==> src/rtl/core/crps_pkg.sv <==
// Shared types and constants for the seat sampler.
package crps_pkg;

	localparam int U_W        = 32;
	localparam int ALPHA_W    = 32;
	localparam int ECNT_W     = 11;
	localparam int CFG_IDX_W  = 1;
	localparam int CFG_DATA_W = 32;
	localparam int FRAC_W     = 16;
	localparam int SUM_W      = 33;
	localparam int PROD_W     = 64;
	localparam int IDX_OUT_W  = 10;
	localparam int TOT_OUT_W  = 11;
	localparam int OUT_PAD_W  = 3;
	localparam int OUT_DATA_W = IDX_OUT_W + TOT_OUT_W + OUT_PAD_W;

	localparam logic [CFG_IDX_W-1:0] CFG_ALPHA = 1'd0;
	localparam logic [CFG_IDX_W-1:0] CFG_COUNT = 1'd1;

	localparam logic [ALPHA_W-1:0] ALPHA_RST = 32'h0001_0000;
	localparam logic [ECNT_W-1:0]  ECNT_RST  = 11'd1;

	typedef enum logic [2:0] {
		ST_IDLE,
		ST_MUL,
		ST_CMP,
		ST_WALK,
		ST_OUT
	} state_t;

	typedef struct packed {
		logic sum_lt_c;
		logic c_lt_sum;
	} alu_flags_t;

endpackage

==> src/rtl/core/crps_mul.sv <==
// Registered 32x32 multiplier for the scaled sample product.
module crps_mul
	import crps_pkg::*;
(
	input  logic              clk,
	input  logic              en,
	input  logic [U_W-1:0]    a,
	input  logic [U_W-1:0]    b,
	output logic [PROD_W-1:0] p
);

	logic [PROD_W-1:0] p_s1;

	always_ff @(posedge clk) begin
		if (en) begin
			p_s1 <= PROD_W'(a) * PROD_W'(b);
		end
	end

	assign p = p_s1;

endmodule

==> config.mk <==
export PLATFORM = sky130hd
export DESIGN_NAME = crps_mul
export DESIGN_NICKNAME = d
export VERILOG_FILES = /design/src/rtl/core/crps_pkg.sv /design/src/rtl/core/crps_mul.sv
export SDC_FILE = /design/constraint.sdc
export NUM_CORES = 2
export LEC_CHECK = 0
export BUFFER_PORTS_ARGS = -buffer_cell sky130_fd_sc_hd__buf_2
export CAP_MARGIN = 20
export CELL_PAD_IN_SITES_DETAIL_PLACEMENT = 0
export CELL_PAD_IN_SITES_GLOBAL_PLACEMENT = 1
export CORE_UTILIZATION = 30
export CTS_CLUSTER_DIAMETER = 120
export DETAILED_ROUTE_END_ITERATION = 10
export PLACE_DENSITY = 0.55
export SYNTH_ARGS = -nofsm -noshare
export SYNTH_HDL_FRONTEND = slang
export SYNTH_SLANG_ARGS = --single-unit
export TNS_END_PERCENT = 30
==> constraint.sdc <==
create_clock -name clk -period 19.4 [get_ports clk]
set_input_delay 1.94 -clock clk [delete_from_list [all_inputs] [get_ports clk]]
set_output_delay 1.94 -clock clk [all_outputs]
set_load 0.02 [all_outputs]
# Word-level counts from Yosys, hierarchy flattened
# Cells that the tools add are included.
# word_totals
reg_bits	64
inputBits	66
output_inout_bits	64
wordCells	2
# classes
n_mul	1
# ops
operator	n
$mul 32x32->64	1

# Depth between registers and ports, before layout
# logic_depth
depth_word	1
mapped_depth	29
depth_no_buf	27

# Least setup slack after synthesis
# No wires, ideal clock.
# synth_timing
path_type	in2reg
from	input a[25]
to	register p_s1[62] (netlist: p[62]), data pin
setup_ns	0.262
arrival_time_ns	8.557
t_required_ns	19.138
setup_slack_ns	10.581
stages	25
path_buffers	2
cell_sequence	clkbuf_1 -> nand2_1 -> fa_1 -> inv_1 -> fa_1 -> inv_1 -> fa_1 -> inv_1 -> fa_1 -> fa_1 -> fa_1 -> fa_1 -> inv_1 -> fa_1 -> inv_1 -> ha_1 -> buf_2 -> nand4_1 -> or4_1 -> or3_1 -> a31oi_1 -> a31o_2 -> a211oi_1 -> o21ai_1 -> xor2_1
# synth_via
elab_chain_len	1
# synth_lines
item	line	source
from (decl)	crps_mul.sv:7	input logic [U_W-1:0] a,
$mul 32x32->64	crps_mul.sv:16	p_s1 <= PROD_W'(a) * PROD_W'(b);
to (signal assigned)	crps_mul.sv:16	
to (decl)	crps_mul.sv:12	logic [PROD_W-1:0] p_s1;
# No other way between the ends.
# A chain may end at the register's enable or synchronous reset.

# Worst setup path in the final report
# layout_timing
from	input b[9]
to	register p_s1[62] (netlist: p[62]), data pin
# layout_via
elab_chain_len	1
# layout_lines
item	line	source
from (decl)	crps_mul.sv:8	input logic [U_W-1:0] b,
$mul 32x32->64	crps_mul.sv:16	
# No other way between the ends.

==> summary.md <==
| Metric | Value |
|---|---|
| Starting Density | `0.303` |
| Layout cells sized above 1 | `0.0483` |
| Nets | `4,909` |
| Mapped Nets | `4,973` |
| Worst-Margin Slew | `0.949 ns` |
| I/O Buffers | `129` |
| Multi-input gate area | `29,300 um^2` |
| Seq cells post-synth | `64` |
| Setup total negative slack | `0 ns` |
| Post-synth EDFFs | `64` |
| Chip height | `345 um` |
| Hold Crit Depth | `1` |
| DR DRC count | `0` |
| Main synth FF type | `edfxtp_1` |
| Mapped Area | `35,300 um^2` |
| Global-route wire length before repair | `169,000 um` |
| Worst Hold Path EP | `p[56]` |
| Die X-Extent | `around 350 um` |
| Worst Path Arrival | `9.95 ns` |
| Max-cap check violation count | `0` |
| Total cell area at the placement stage | `37,200 um^2` |
| Fillers | `between 10,000 and 15,000` |
| Ports | `130` |
| Final slew viol count | `0` |
| Slew headroom | `0.367` |
| Clock slew at the register clock pins of the worst setup and hold paths | `0.06 ns` |
| Core area | `roughly 120,000 um^2` |
| Row cnt | `125` |
| GRT Total Usage | `0.186` |
| Register area | `around 1900 um^2` |
| Largest net degree at the start of global routing | `55` |
| Vias in the first global route | `27,700` |
| Status | `finished, final reports clean` |
| Area grow syn2layout | `6.21%` |
| Average size of a mapped cell | `9.42 um^2` |
| # clock sinks | `between 60 and 70` |
| Largest register FFs | `64` |
| Placed insts | `5,197` |
| RePlAce Congestion | `0.808` |
| RSZ-0062 raised after global routing | `no` |
| Die ar. | `between 100,000 and 150,000 um^2` |
| Post CTS Setup Buffer Count | `0` |
| Routed Antenna Nets | `0` |
| Design area | `~38,000 um^2` |
| Yosys warns | `0` |
| Final hold vios | `0` |
| Hold WC Path Type | `in2reg` |
| Unique masters post-synth | `57` |
| H-tree Lvls | `3` |
| WS Path Type | `in2reg` |
| Finish-stage setup viols | `0` |
| Post-DR vias/cell | `between 4 and 5` |
| Fin cells | `5,217` |
| Min-delay src | `en` |
| Startpoint Class | `primary input` |
| DRT iter0 DRCs | `1,026` |
| CTS buffer count | `9` |
| Syn Inst Count | `3,748` |
| CTS Hold Bufs | `0` |
| Critical Path RT | `just under 20 ns` |
| Final worst-path cycle share | `0.507` |
| Crit. End Element | `register` |
| CTS tree | `yes` |
| Avg WL per Cell | `20.5 um` |
| Ys async rst share | `0` |
| Minimum clock period | `between 9 and 10 ns` |
| Sequential-to-total area share from yosys stat | `0.0544` |
| Global route overflow | `0` |
| Initial antenna violation count | `8` |
| Critical path peak fanout | `32` |
| Total Wirelength | `107,000 um` |
| FMAX | `102 MHz` |
| Post-CTS sizing | `0` |
| DR pass1 iterations | `5` |
| DP HPWL | `84,700 um` |
| Clk buf depth | `2` |
| Clock root cell | `clkbuf_16` |
| Vias | `approximately 24,000` |
[worst max-delay path by stage]
stage | startpoint | endpoint | cells after the start
after floorplan | a[25] | p[62] | 25
after global placement | a[28] | p[62] | 22
after detailed placement | b[9] | p[62] | 21
after CTS | b[9] | p[62] | 21
after global routing | a[25] | p[62] | 24
final | b[9] | p[62] | 21
[metal layers]
metal	part of all wire	routed length [um]	up-vias	track usage
li1	-	-	10800	-
met1	0.40	42400	13100	0.225
met2	0.56	59600	412	0.359
met3	0.025	2720	78	0.0137
met4	0.019	2040	2	0.0323
met5	0.00012	13	-	0
[cell usage after synthesis, types with 4 or more instances]
| cell type | count | area [um^2] |
|---|---|---|
| o21ai_0 | 21 | 105 |
| o21bai_1 | 10 | 75.1 |
| ha_1 | 263 | 3290 |
| nand2_1 | 480 | 1800 |
| a221o_1 | 4 | 40.0 |
| o21a_1 | 9 | 67.6 |
| o21ai_1 | 5 | 25.0 |
| clkbuf_1 | 213 | 800 |
| nand3_1 | 10 | 50.1 |
| a31oi_1 | 12 | 75.1 |
| a21o_1 | 40 | 300 |
| and2_1 | 602 | 3770 |
| and3_1 | 14 | 87.6 |
| nor2_1 | 20 | 75.1 |
| fa_1 | 896 | 17900 |
| inv_1 | 865 | 3250 |
| a21oi_1 | 63 | 315 |
| nor3_1 | 7 | 35.0 |
| edfxtp_1 | 64 | 1920 |
| xor2_1 | 25 | 219 |
| buf_2 | 6 | 30.0 |
| xnor2_1 | 35 | 307 |
| nand4_1 | 23 | 144 |
[cell type report]
type | instances | share of cell area
clock inverters | 7 | 0.00317
multi-input cells | 2599 | 0.782
repair buffers | 145 | 0.0204
flip-flops and latches | 64 | 0.0512
inverters | 865 | 0.0866
clock buffers | 9 | 0.00600
well taps | 1524 | 0.0508
diodes | 4 | 0.000267
[critical path: stages]
cell and delay (ns):
buf_2 0.64, and2_1 0.26, fa_1 0.45, fa_1 0.58, inv_1 0.07, fa_1 0.49
fa_1 0.52, inv_1 0.05, fa_1 0.57, fa_1 0.43, fa_1 0.52, fa_1 0.43
ha_1 0.54, nand4_1 0.16, or4_1 0.56, or3_1 0.37, a31oi_1 0.62, a31o_2 0.31
a211oi_1 0.13, o21ai_1 0.18, xor2_1 0.08
[stage by stage]
| stage | setup WS (ns) | hold WS (ns) | util |
|---|---|---|---|
| after floorplan | 10.58 | 2.05 | - |
| after global placement | 9.27 | 2.35 | 0.319 |
| after detailed placement | 9.20 | 2.36 | 0.319 |
| after CTS | 9.58 | 1.97 | 0.322 |
| after global routing | 9.30 | 1.98 | 0.322 |
| final | 9.56 | 1.99 | 0.322 |
[cell usage in the layout, fill, tap and decap left out, types with 7 or more instances in the layout]
master	count
a21oi_1	63
nand4_1	23
a31oi_1	12
o21ai_0	21
o21a_1	9
nor3_1	7
edfxtp_1	64
xnor2_1	35
buf_2	129
and3_1	14
a21o_1	40
nand3_1	10
nand2_1	480
inv_1	865
ha_1	263
buf_4	16
and2_1	602
nor2_1	20
xor2_1	25
o21bai_1	10
clkbuf_16	9
fa_1	896
[cells by family (layout without fill, tap and decap cells)]
| family | after synthesis | count (layout) | synth area share |
|---|---|---|---|
| buffers and inverters | 1085 | 1026 | 0.116 |
| other | 0 | 4 | 0 |
| XOR/XNOR | 60 | 60 | 0.0149 |
| AO/OA/AOI/OAI | 202 | 202 | 0.0408 |
| adder cells (fa/ha/maj) | 1159 | 1159 | 0.601 |
| AND/OR/NAND/NOR | 1177 | 1177 | 0.173 |
| multiplexers | 1 | 1 | 0.000283 |
| flip-flops | 64 | 64 | 0.0544 |
Power is left out: the tool's default activity adds up to more than one toggle a clock period on the data nets, which glitch-free logic cannot reach.
