## src/rtl/core/crps_pkg.sv

```systemverilog
// Shared types and constants for the seat sampler.
package crps_pkg;

	localparam int U_W        = 32;
	localparam int ALPHA_W    = 32;
	localparam int ECNT_W     = 11;
	localparam int CFG_IDX_W  = 1;
	localparam int CFG_DATA_W = 32;
	localparam int FRAC_W     = 16;
	localparam int SUM_W      = 33;
	localparam int PROD_W     = 64;
	localparam int IDX_OUT_W  = 10;
	localparam int TOT_OUT_W  = 11;
	localparam int OUT_PAD_W  = 3;
	localparam int OUT_DATA_W = IDX_OUT_W + TOT_OUT_W + OUT_PAD_W;

	localparam logic [CFG_IDX_W-1:0] CFG_ALPHA = 1'd0;
	localparam logic [CFG_IDX_W-1:0] CFG_COUNT = 1'd1;

	localparam logic [ALPHA_W-1:0] ALPHA_RST = 32'h0001_0000;
	localparam logic [ECNT_W-1:0]  ECNT_RST  = 11'd1;

	typedef enum logic [2:0] {
		ST_IDLE,
		ST_MUL,
		ST_CMP,
		ST_WALK,
		ST_OUT
	} state_t;

	typedef struct packed {
		logic sum_lt_c;
		logic c_lt_sum;
	} alu_flags_t;

endpackage

```

## src/rtl/core/crps_alu.sv

```systemverilog
// Shared adder with two-way compare against a third operand.
module crps_alu
	import crps_pkg::*;
(
	input  logic [SUM_W-1:0] a,
	input  logic [SUM_W-1:0] b,
	input  logic [SUM_W-1:0] c,
	output logic [SUM_W-1:0] sum,
	output alu_flags_t       flags
);

	assign sum            = a + b;
	assign flags.sum_lt_c = (sum < c);
	assign flags.c_lt_sum = (c < sum);

endmodule

```

## config.mk

```make
export PLATFORM = sky130hd
export DESIGN_NAME = crps_alu
export DESIGN_NICKNAME = d
export VERILOG_FILES = /design/src/rtl/core/crps_pkg.sv /design/src/rtl/core/crps_alu.sv
export SDC_FILE = /design/constraint.sdc
export NUM_CORES = 1
export LEC_CHECK = 0
export CORE_UTILIZATION = 55
export DETAILED_ROUTE_END_ITERATION = 7
export DONT_BUFFER_PORTS = 1
export PLACE_DENSITY = 0.8
export SYNTH_ARGS = -nofsm -noshare
export SYNTH_HDL_FRONTEND = slang
export SYNTH_SLANG_ARGS = --single-unit
```

## constraint.sdc

```tcl
create_clock -name vclk -period 4.5
set_clock_uncertainty 0.05 [all_clocks]
set_input_delay 0.225 -clock vclk [all_inputs]
set_output_delay 0.225 -clock vclk [all_outputs]
set_load 0.03 [all_outputs]
```

Word-level counts from Yosys, hierarchy flattened:

Cells that the tools add are included.

* register bits after elaboration: 0
* logic and storage cells: 3
* output and inout port bits: 35

* $add $sub $neg: 1
* magnitude comparators: 2

Operator list (count)
* < comparator 33 bit: 2
* adder 33 bit: 1

Depth between registers and ports, before layout:

Gate-level depths: netlist (run 1).

* word-level depth: 2
* gate-level depth with buffers: 18
* mapped depth without buffers: 18

Worst setup path after synthesis (run 1):

OpenSTA, ideal clock, no wires.

* path type: input to output
* start: in a[0]
* end: out flags[1] (netlist name)
* buffers on the path: 0
* required time: 4.225 ns
* path slack: 0.016 ns
* arrival time: 4.209 ns
* stages on the path: 18
* cells stage by stage: ha_1 > inv_1 > fa_1 > nand2b_1 > a21oi_1 > o21ai_1 > o21ai_0 > a31oi_1 > xnor2_1 > inv_1 > ha_1 > nand4_1 > nor4_1 > a21oi_1 > o211ai_1 > a21oi_1 > o21a_1 > a41oi_1

RTL lines
* start, declared: RTL line crps_alu.sv:5 `input logic [SUM_W-1:0] a,`
* end, declared: RTL line crps_alu.sv:9 `output alu_flags_t flags`

==> flow_summary.html, run 1 <==
<table>
<tr><th>Metric</th><th>Value</th></tr>
<tr><th colspan="2">Outcome</th></tr>
<tr><td>Result of the run</td><td>finished with violations</td></tr>
<tr><td>Violations in the final reports</td><td>DRC</td></tr>
<tr><th colspan="2">Final layout</th></tr>
<tr><td>Post-layout net count</td><td>537</td></tr>
<tr><td>Synth-to-layout area growth</td><td>5.421%</td></tr>
<tr><td>Filler Cell Count</td><td>421</td></tr>
<tr><td>Non-filler cells in the finished layout</td><td>422</td></tr>
<tr><td>Share of layout cells above drive strength 1</td><td>0.07297</td></tr>
<tr><td>Count of antenna diodes in the layout</td><td>0</td></tr>
<tr><td>Sequential cell area</td><td>0 um2</td></tr>
<tr><td>Clock Buffer Count</td><td>0</td></tr>
<tr><td>Util after Layout</td><td>0.6200</td></tr>
<tr><td>Layout sequential cell count</td><td>0</td></tr>
<tr><th colspan="2">Synthesis</th></tr>
<tr><td>Share of Yosys cell area claimed by the top area cell type</td><td>0.3091</td></tr>
<tr><td>Cell types with the largest area share after synthesis</td><td>ha_1 (31%), a21oi_1 (8.4%), xnor2_1 (7.7%), a21o_1 (7.4%), xor2_1 (5.7%)</td></tr>
<tr><td>Cell variety after synth</td><td>43</td></tr>
<tr><td>Net count after synthesis</td><td>528</td></tr>
<tr><td>Most frequent cells after synthesis</td><td>ha_1 (65), a21oi_1 (44), inv_1 (31), nand2_1 (29), a21o_1 (26)</td></tr>
<tr><td>Cell count after synthesis</td><td>363</td></tr>
<tr><td>Number of warnings printed during yosys synthesis</td><td>0</td></tr>
<tr><td>Most frequently used cell type in the post-synthesis netlist</td><td>ha_1</td></tr>
<tr><td>Netlist Area Pre-Place</td><td>2631 um2</td></tr>
<tr><td>Average cell area after synthesis</td><td>7.249 um2</td></tr>
<tr><td>Sequential fraction of the synthesis area</td><td>0</td></tr>
<tr><td>Largest area contributor in the netlist</td><td>ha_1</td></tr>
<tr><th colspan="2">Power</th></tr>
<tr><td>Peak VDD IR</td><td>0.1461 mV</td></tr>
<tr><td>Power per standard cell area</td><td>250.9 nW/um2</td></tr>
<tr><td>Internal cell power</td><td>0.2496 mW</td></tr>
<tr><td>Leakage power summed over all cells</td><td>1.394 nW</td></tr>
<tr><td>Combinational Power Share</td><td>1.000</td></tr>
<tr><td>Portion of total power attributed to the clock network</td><td>0</td></tr>
<tr><td>Sw frac</td><td>0.6414</td></tr>
<tr><td>Net switching power</td><td>0.4464 mW</td></tr>
<tr><td>Sequential power share</td><td>0</td></tr>
<tr><th colspan="2">Setup path</th></tr>
<tr><td>Delay of the slowest cell on the worst path</td><td>0.44 ns</td></tr>
<tr><td>Worst Setup Start Kind</td><td>input pin</td></tr>
<tr><td>CP arrival</td><td>3.92 ns</td></tr>
<tr><td>Worst setup path endpoint</td><td>flags[1]</td></tr>
<tr><td>Critical path's slowest cell</td><td>o41ai_2</td></tr>
<tr><td>Required time at the endpoint of the critical path</td><td>4.22 ns</td></tr>
<tr><td>Most repeated library cell on the critical path</td><td>a21oi_1</td></tr>
<tr><td>Cell Chain, Critical Path</td><td>ha_1 &gt; inv_1 &gt; fa_1 &gt; nand2b_1 &gt; a21oi_1 &gt; o21ai_1 &gt; a31o_2 &gt; o41ai_2 &gt; o22ai_1 &gt; xor2_1 &gt; ha_1 &gt; a21o_1 &gt; a21o_1 &gt; a21oi_1 &gt; o21ai_0 &gt; a21oi_1 &gt; o21a_1 &gt; a41oi_1 &gt; buf_4</td></tr>
<tr><td>Maximum fanout along the worst path</td><td>3</td></tr>
<tr><td>Critical path class</td><td>input pin to primary output</td></tr>
<tr><td>CP Launch Point</td><td>a[0]</td></tr>
<tr><td>Endpoint type of the worst setup path</td><td>primary output</td></tr>
<tr><th colspan="2">Detailed routing</th></tr>
<tr><td>Met3 wire len</td><td>603 um</td></tr>
<tr><td>Detail-routed net length per standard cell</td><td>16.41 um</td></tr>
<tr><td>Total routed wire length on the met1 layer</td><td>2855 um</td></tr>
<tr><td>WL met2</td><td>3315 um</td></tr>
<tr><td>Number of remaining DRC errors</td><td>10</td></tr>
<tr><td>Number of iterations in the first detailed-routing pass</td><td>8</td></tr>
<tr><td>Detailed router's first-iteration violation count</td><td>162</td></tr>
<tr><td>Via-to-Cell Ratio</td><td>6.479</td></tr>
<tr><td>WL final</td><td>6923 um</td></tr>
<tr><td>Detailed-route via count</td><td>2,734</td></tr>
<tr><td>DR top layer</td><td>met4</td></tr>
<tr><td>Antenna-violating nets left</td><td>0</td></tr>
<tr><th colspan="2">STA</th></tr>
<tr><td>Finish-stage setup viols</td><td>0</td></tr>
<tr><td>Final count of hold timing violations</td><td>0</td></tr>
<tr><td>Setup TNS</td><td>0 ns</td></tr>
<tr><td>Worst slack on hold paths</td><td>0.6883 ns</td></tr>
<tr><td>Period utilization</td><td>0.9332</td></tr>
<tr><td>Pins Over Slew Limit</td><td>0</td></tr>
<tr><td>Peak Freq</td><td>0.2381 GHz</td></tr>
<tr><td>Clock period minus final worst setup slack</td><td>4.200 ns</td></tr>
<tr><td>Remaining max-slew budget at the tightest pin</td><td>0.3687</td></tr>
<tr><td>RSZ-0062 raised after global routing</td><td>no</td></tr>
<tr><td>Min setup slack post-route</td><td>0.3004 ns</td></tr>
<tr><td>Slew @ Worst Pin</td><td>1.106 ns</td></tr>
<tr><th colspan="2">Floorplan</th></tr>
<tr><td>Total Die Area</td><td>5064 um2</td></tr>
<tr><td>Width of the chip</td><td>71.17 um</td></tr>
<tr><td>Row Count</td><td>24</td></tr>
<tr><td>Core Box Area</td><td>4474 um2</td></tr>
<tr><td>Boundary Pins</td><td>134</td></tr>
<tr><td>Chip Height</td><td>71.17 um</td></tr>
<tr><td>Initial core utilization</td><td>0.5881</td></tr>
<tr><th colspan="2">Global route</th></tr>
<tr><td>Initial antenna violation count</td><td>0</td></tr>
<tr><td>Largest net degree at the start of global routing</td><td>9</td></tr>
<tr><td>Total global-route track usage</td><td>0.2591</td></tr>
<tr><td>Number of global-route vias before repair</td><td>2,522</td></tr>
<tr><td>Remaining global-route overflow</td><td>0</td></tr>
<tr><td>Global-route wire length before repair</td><td>10,900 um</td></tr>
<tr><th colspan="2">Placed design</th></tr>
<tr><td>Worst slack at placement</td><td>0.3414 ns</td></tr>
<tr><td>IO buf count</td><td>0</td></tr>
<tr><td># placed instances</td><td>422</td></tr>
<tr><td>RePlAce Congestion</td><td>1.001</td></tr>
<tr><td>Placed wire-length estimate</td><td>6254 um</td></tr>
<tr><th colspan="2">Flow run</th></tr>
<tr><td>Max-cap violations</td><td>0</td></tr>
<tr><th colspan="2">Worst hold path</th></tr>
<tr><td>Critical hold path startpoint</td><td>b[0]</td></tr>
<tr><td>Path class of the lowest-slack min-delay path</td><td>input pin to primary output</td></tr>
<tr><th colspan="2">Clock network</th></tr>
<tr><td>CTS Hold Bufs</td><td>0</td></tr>
<tr><td>Number of resized instances in the post-cts repair step</td><td>0</td></tr>
<tr><td>Setup Fix Bufs, Post-CTS</td><td>0</td></tr>
</table>
==> through the flow <==
stage	total power [mW]	instance area (um2)
after CTS	0.6942	2774
after global placement	0.6785	2774
after floorplan	0.5482	2631
after detailed placement	0.6908	2774
after global routing	0.7600	2774
final	0.6960	2774
==> how the worst min path moves through the flow <==
| stage | slack, ns | endpoint | depth (start not counted) |
|---|---|---|---|
| finish | 0.69 | sum[0] | 1 |
| global route | 0.70 | sum[0] | 1 |
| CTS | 0.69 | sum[0] | 1 |
| detailed placement | 0.69 | sum[0] | 1 |
| global placement | 0.69 | sum[0] | 1 |
| floorplan | 0.68 | sum[0] | 1 |
==> cell usage in the layout (no fill, tap or decap), types with 5 or more instances in the layout <==
cell type and count:
o21ai_0 18, nand2_1 29, a21o_1 26, inv_1 31, ha_1 65, buf_4 14
a21oi_1 44, a31oi_1 5, nor2_1 21, nand4_1 12, o21a_1 8, xnor2_1 23
xor2_1 17, nor2b_1 5
==> cell families (layout without fill, tap and decap cells) <==
family / after synthesis / count (layout) / synth area share
AND/OR/NAND/NOR: 86 / 86 / 0.1560
XOR/XNOR: 40 / 40 / 0.1331
adder cells (fa/ha/maj): 66 / 66 / 0.3167
AO/OA/AOI/OAI: 133 / 133 / 0.3395
buffers and inverters: 38 / 45 / 0.05468
==> layer usage <==
metal / GRT usage / up-vias
met2: 0.4794 / 151
li1: - / 1348
met4: 0.05778 / 0
met1: 0.3174 / 1222
met5: 0 / -
met3: 0.03134 / 13
==> worst max-delay path: cells and delay by family <==
kind            cells  cell delay, ns
compound gates     12            2.24
xor+xnor            1            0.17
buf+inv             2            0.25
fa+ha+maj           3            0.84
simple gates        1            0.18
==> power by group through the flow <==
stage          logic, mW  registers, mW  clock network (mW)
5_1_grt            0.760              0                   0
6_report           0.696              0                   0
3_3_place_gp       0.678              0                   0
4_1_cts            0.694              0                   0
2_1_floorplan      0.548              0                   0
3_5_place_dp       0.691              0                   0
==> layout make-up <==
cell class                 instances  area [um2]  area share
tap                               52       65.06     0.02346
timing repair buffer              14       105.1     0.03789
multi-input combinational        325        2487      0.8967
inverter                          31       116.4     0.04195
Note: power is estimated with default switching activity, not from simulation.
==> inputs of run 2 (changes only) <==
--- a/config.mk
+++ b/config.mk
@@ -5,6 +5,7 @@
 export SDC_FILE = /design/constraint.sdc
 export NUM_CORES = 1
 export LEC_CHECK = 0
+export ABC_AREA = 1
 export CORE_UTILIZATION = 55
 export DETAILED_ROUTE_END_ITERATION = 7
 export DONT_BUFFER_PORTS = 1
==> run 2 against run 1 <==
Against the previous run: the flow now finishes without violations; non-clock buffer count shrank 7; synthesized cell count grew 83%; via count grew 45%; area after synthesis grew 29%; largest cell class unchanged; clock-buffer cell count is the same; largest power group unchanged; cell count grew 77%; fmax grew 22%; sequential cell count is the same.
==> flow_summary.html, run 2 <==
<table>
<tr><th>Metric</th><th>Value</th></tr>
<tr><th colspan="2">Power</th></tr>
<tr><td>Overall power of the completed layout</td><td>0.7125 mW (was 0.6960 mW)</td></tr>
<tr><td>Peak VDD IR</td><td>0.1211 mV (was 0.1461 mV)</td></tr>
<tr><td>Power per standard cell area</td><td>200.5 nW/um2 (was 250.9 nW/um2)</td></tr>
<tr><td>Leakage power summed over all cells</td><td>2.369 nW (was 1.394 nW)</td></tr>
<tr><th colspan="2">Final layout</th></tr>
<tr><td>Filler Cell Count</td><td>654 (was 421)</td></tr>
<tr><td>Highest-count cells in the layout ignoring fill and taps</td><td>nand2_1 (274), inv_1 (136), ha_1 (65) (was ha_1 (65), a21oi_1 (44), inv_1 (31))</td></tr>
<tr><td>Post-layout net count</td><td>840 (was 537)</td></tr>
<tr><td>Util after Layout</td><td>0.5966 (was 0.6200)</td></tr>
<tr><td>Area taken by multi-input logic gates</td><td>2889 um2 (was 2487 um2)</td></tr>
<tr><td>Commonest non-fill, non-tap cell in the layout</td><td>nand2_1 (was ha_1)</td></tr>
<tr><td>Clock Buffer Count</td><td>0 (unchanged)</td></tr>
<tr><td>Share of layout cells above drive strength 1</td><td>0.05944 (was 0.07297)</td></tr>
<tr><td>Count of antenna diodes in the layout</td><td>0 (unchanged)</td></tr>
<tr><td>Area of all placed cells without fillers</td><td>3553 um2 (was 2774 um2)</td></tr>
<tr><td>Sequential cell area</td><td>0 um2 (unchanged)</td></tr>
<tr><td>Synth-to-layout area growth</td><td>4.297% (was 5.421%)</td></tr>
<tr><td>Layout sequential cell count</td><td>0 (unchanged)</td></tr>
<tr><th colspan="2">STA</th></tr>
<tr><td>Slew @ Worst Pin</td><td>0.7656 ns (was 1.106 ns)</td></tr>
<tr><td>Pins Over Slew Limit</td><td>0 (unchanged)</td></tr>
<tr><td>Remaining max-slew budget at the tightest pin</td><td>0.4860 (was 0.3687)</td></tr>
<tr><td>Peak Freq</td><td>0.2898 GHz (was 0.2381 GHz)</td></tr>
<tr><td>Period utilization</td><td>0.7668 (was 0.9332)</td></tr>
<tr><td>Final count of hold timing violations</td><td>0 (unchanged)</td></tr>
<tr><td>Finish-stage setup viols</td><td>0 (unchanged)</td></tr>
<tr><td>Setup TNS</td><td>0 ns (unchanged)</td></tr>
<tr><td>Clock period minus final worst setup slack</td><td>3.451 ns (was 4.200 ns)</td></tr>
<tr><td>RSZ-0062 raised after global routing</td><td>no (unchanged)</td></tr>
<tr><th colspan="2">Setup path</th></tr>
<tr><td>CP arrival</td><td>3.18 ns (was 3.92 ns)</td></tr>
<tr><td>Critical path class</td><td>input pin to primary output (unchanged)</td></tr>
<tr><td>Required time at the endpoint of the critical path</td><td>4.22 ns (about the same)</td></tr>
<tr><td>Endpoint type of the worst setup path</td><td>primary output (unchanged)</td></tr>
<tr><td>Maximum fanout along the worst path</td><td>4 (was 3)</td></tr>
<tr><td>Worst Setup Start Kind</td><td>input pin (unchanged)</td></tr>
<tr><th colspan="2">Synthesis</th></tr>
<tr><td>Synthesized-area fraction occupied by adder cells</td><td>0.2446 (was 0.3167)</td></tr>
<tr><td>Average cell area after synthesis</td><td>5.116 um2 (was 7.249 um2)</td></tr>
<tr><td>Share of Yosys cell area claimed by the top area cell type</td><td>0.3019 (was 0.3091)</td></tr>
<tr><td>Main combinational cell family by area after synthesis</td><td>simple AND/OR/NAND/NOR gates (was compound AO/OA/AOI/OAI gates)</td></tr>
<tr><td>Mux cell area share after synthesis</td><td>0 (unchanged)</td></tr>
<tr><td>Largest area contributor in the netlist</td><td>nand2_1 (was ha_1)</td></tr>
<tr><td>Most frequent cells after synthesis</td><td>nand2_1 (274), inv_1 (136), ha_1 (65), nor2_1 (46), nand3_1 (41) (was ha_1 (65), a21oi_1 (44), inv_1 (31), nand2_1 (29), a21o_1 (26))</td></tr>
<tr><td>Most frequently used cell type in the post-synthesis netlist</td><td>nand2_1 (was ha_1)</td></tr>
<tr><td>Cell types with the largest area share after synthesis</td><td>nand2_1 (30%), ha_1 (24%), inv_1 (15%), nand3_1 (6.0%), nor2_1 (5.1%) (was ha_1 (31%), a21oi_1 (8.4%), xnor2_1 (7.7%), a21o_1 (7.4%), xor2_1 (5.7%))</td></tr>
<tr><td>Netlist Area Pre-Place</td><td>3407 um2 (was 2631 um2)</td></tr>
<tr><td>Cell variety after synth</td><td>23 (was 43)</td></tr>
<tr><td>Net count after synthesis</td><td>831 (was 528)</td></tr>
<tr><td>Number of warnings printed during yosys synthesis</td><td>0 (unchanged)</td></tr>
<tr><td>Compound-Gate Fraction of Synth Area</td><td>0.07786 (was 0.3395)</td></tr>
<tr><td>Sequential fraction of the synthesis area</td><td>0 (unchanged)</td></tr>
<tr><td>Cell count after synthesis</td><td>666 (was 363)</td></tr>
<tr><td>Share of the synthesized netlist area taken by xor and xnor gates</td><td>0.04627 (was 0.1331)</td></tr>
<tr><td>Simple-Gate Fraction of Synth Area</td><td>0.4793 (was 0.1560)</td></tr>
<tr><th colspan="2">Worst hold path</th></tr>
<tr><td>Critical hold path startpoint</td><td>b[0] (unchanged)</td></tr>
<tr><td>Number of cells traversed by the worst hold path</td><td>1 (unchanged)</td></tr>
<tr><td>End of the worst hold path</td><td>sum[0] (unchanged)</td></tr>
<tr><td>Path class of the lowest-slack min-delay path</td><td>input pin to primary output (unchanged)</td></tr>
<tr><th colspan="2">Global route</th></tr>
<tr><td>Number of global-route vias before repair</td><td>3,382 (was 2,522)</td></tr>
<tr><td>Remaining global-route overflow</td><td>0 (unchanged)</td></tr>
<tr><td>Initial antenna violation count</td><td>0 (unchanged)</td></tr>
<tr><td>Total global-route track usage</td><td>0.2968 (was 0.2591)</td></tr>
<tr><td>Global-route wire length before repair</td><td>15,220 um (was 10,900 um)</td></tr>
<tr><td>Largest net degree at the start of global routing</td><td>7 (was 9)</td></tr>
<tr><th colspan="2">Detailed routing</th></tr>
<tr><td>WL final</td><td>9999 um (was 6923 um)</td></tr>
<tr><td>Antenna-violating nets left</td><td>0 (unchanged)</td></tr>
<tr><td>Via-to-Cell Ratio</td><td>5.303 (was 6.479)</td></tr>
<tr><td>Number of iterations in the first detailed-routing pass</td><td>4 (was 8)</td></tr>
<tr><td>Detail-routed net length per standard cell</td><td>13.37 um (was 16.41 um)</td></tr>
<tr><td>Detailed-route via count</td><td>3,967 (was 2,734)</td></tr>
<tr><td>Number of remaining DRC errors</td><td>0 (was 10)</td></tr>
<tr><td>Detailed router's first-iteration violation count</td><td>197 (was 162)</td></tr>
<tr><th colspan="2">Placed design</th></tr>
<tr><td>Placed standard-cell area</td><td>3553 um2 (was 2774 um2)</td></tr>
<tr><td>Placed wire-length estimate</td><td>9080 um (was 6254 um)</td></tr>
<tr><td>RePlAce Congestion</td><td>0.9683 (was 1.001)</td></tr>
<tr><td>IO buf count</td><td>0 (unchanged)</td></tr>
<tr><th colspan="2">Clock network</th></tr>
<tr><td>Number of resized instances in the post-cts repair step</td><td>0 (unchanged)</td></tr>
<tr><td>Setup Fix Bufs, Post-CTS</td><td>0 (unchanged)</td></tr>
<tr><td>CTS Hold Bufs</td><td>0 (unchanged)</td></tr>
<tr><th colspan="2">Floorplan</th></tr>
<tr><td>Width of the chip</td><td>80.71 um (was 71.17 um)</td></tr>
<tr><td>Initial core utilization</td><td>0.5721 (was 0.5881)</td></tr>
<tr><td>Chip Height</td><td>80.71 um (was 71.17 um)</td></tr>
<tr><td>Total Die Area</td><td>6513 um2 (was 5064 um2)</td></tr>
<tr><td>Row Count</td><td>28 (was 24)</td></tr>
<tr><td>Core Box Area</td><td>5956 um2 (was 4474 um2)</td></tr>
<tr><td>Boundary Pins</td><td>134 (unchanged)</td></tr>
<tr><th colspan="2">Outcome</th></tr>
<tr><td>Result of the run</td><td>finished clean (was finished with violations)</td></tr>
<tr><th colspan="2">Flow run</th></tr>
<tr><td>Max-cap violations</td><td>0 (unchanged)</td></tr>
</table>
## run 2: cell types whose count changed in the layout (fill, tap and decap cells not counted), sizes merged, moves of 10 or more
cell,before,now
nand2,29,288
inv,31,138
nand3,3,43
nor2,21,55
a21o,27,0
xnor2,23,8
o21ai,20,6
a21oi,48,38
nand4,12,2
## run 2: layout make-up
class              instances  area share
well taps                 75     0.02641
repair buffers             7     0.01479
multi-input cells        528      0.8130
inverters                138      0.1458
## run 2: per-layer routing
layer  routed length [um]  track usage
met1                 4695       0.4045
met2                 4409       0.5136
met3                  775      0.02727
met4                  119      0.03929
met5                    0            0
## run 2: through the flow
stage          setup WS [ns]  hold slack [ns]  std cells
2_1_floorplan         0.9372           0.6759        666
3_3_place_gp           1.220           0.6846        748
3_5_place_dp           1.088           0.6832        748
4_1_cts                1.062           0.6852        748
5_1_grt               0.7589           0.6904        748
6_report               1.049           0.6845        748
## run 2: worst max-delay path by stage
stage	startpoint	endpoint	slack, ns	cells after the start
floorplan	a[0]	flags[1]	0.94	21
global placement	a[0]	flags[1]	1.22	23
detailed placement	a[0]	flags[1]	1.09	23
CTS	a[0]	flags[1]	1.06	23
global route	a[0]	flags[1]	0.76	23
finish	a[0]	flags[1]	1.05	23
## run 2: worst max-delay path: stages
cell and delay [ns]:
ha_1 0.20, inv_1 0.08, fa_1 0.40, inv_1 0.08, nand3_1 0.08, nand2_2 0.12
nand2_1 0.06, nand2_1 0.10, nand2_1 0.07, nand2_2 0.10, xor2_1 0.15, buf_4 0.18
inv_1 0.06, ha_1 0.29, nand2_1 0.06, inv_1 0.07, nand3_1 0.09, nor2_1 0.18
nand3_1 0.09, nand3_1 0.12, nand2_1 0.07, a21oi_1 0.13, buf_4 0.18
## run 2: cell families after synthesis
kind of cell,count (synthesis)
AO/OA/AOI/OAI,48
XOR/XNOR,18
adder cells (fa/ha/maj),66
buffers and inverters,138
AND/OR/NAND/NOR,396
## run 2: where the power goes
group | total, mW | switching (mW) | internal, mW
registers | 0 | 0 | 0
clock network | 0 | 0 | 0
logic | 0.712 | 0.496 | 0.216
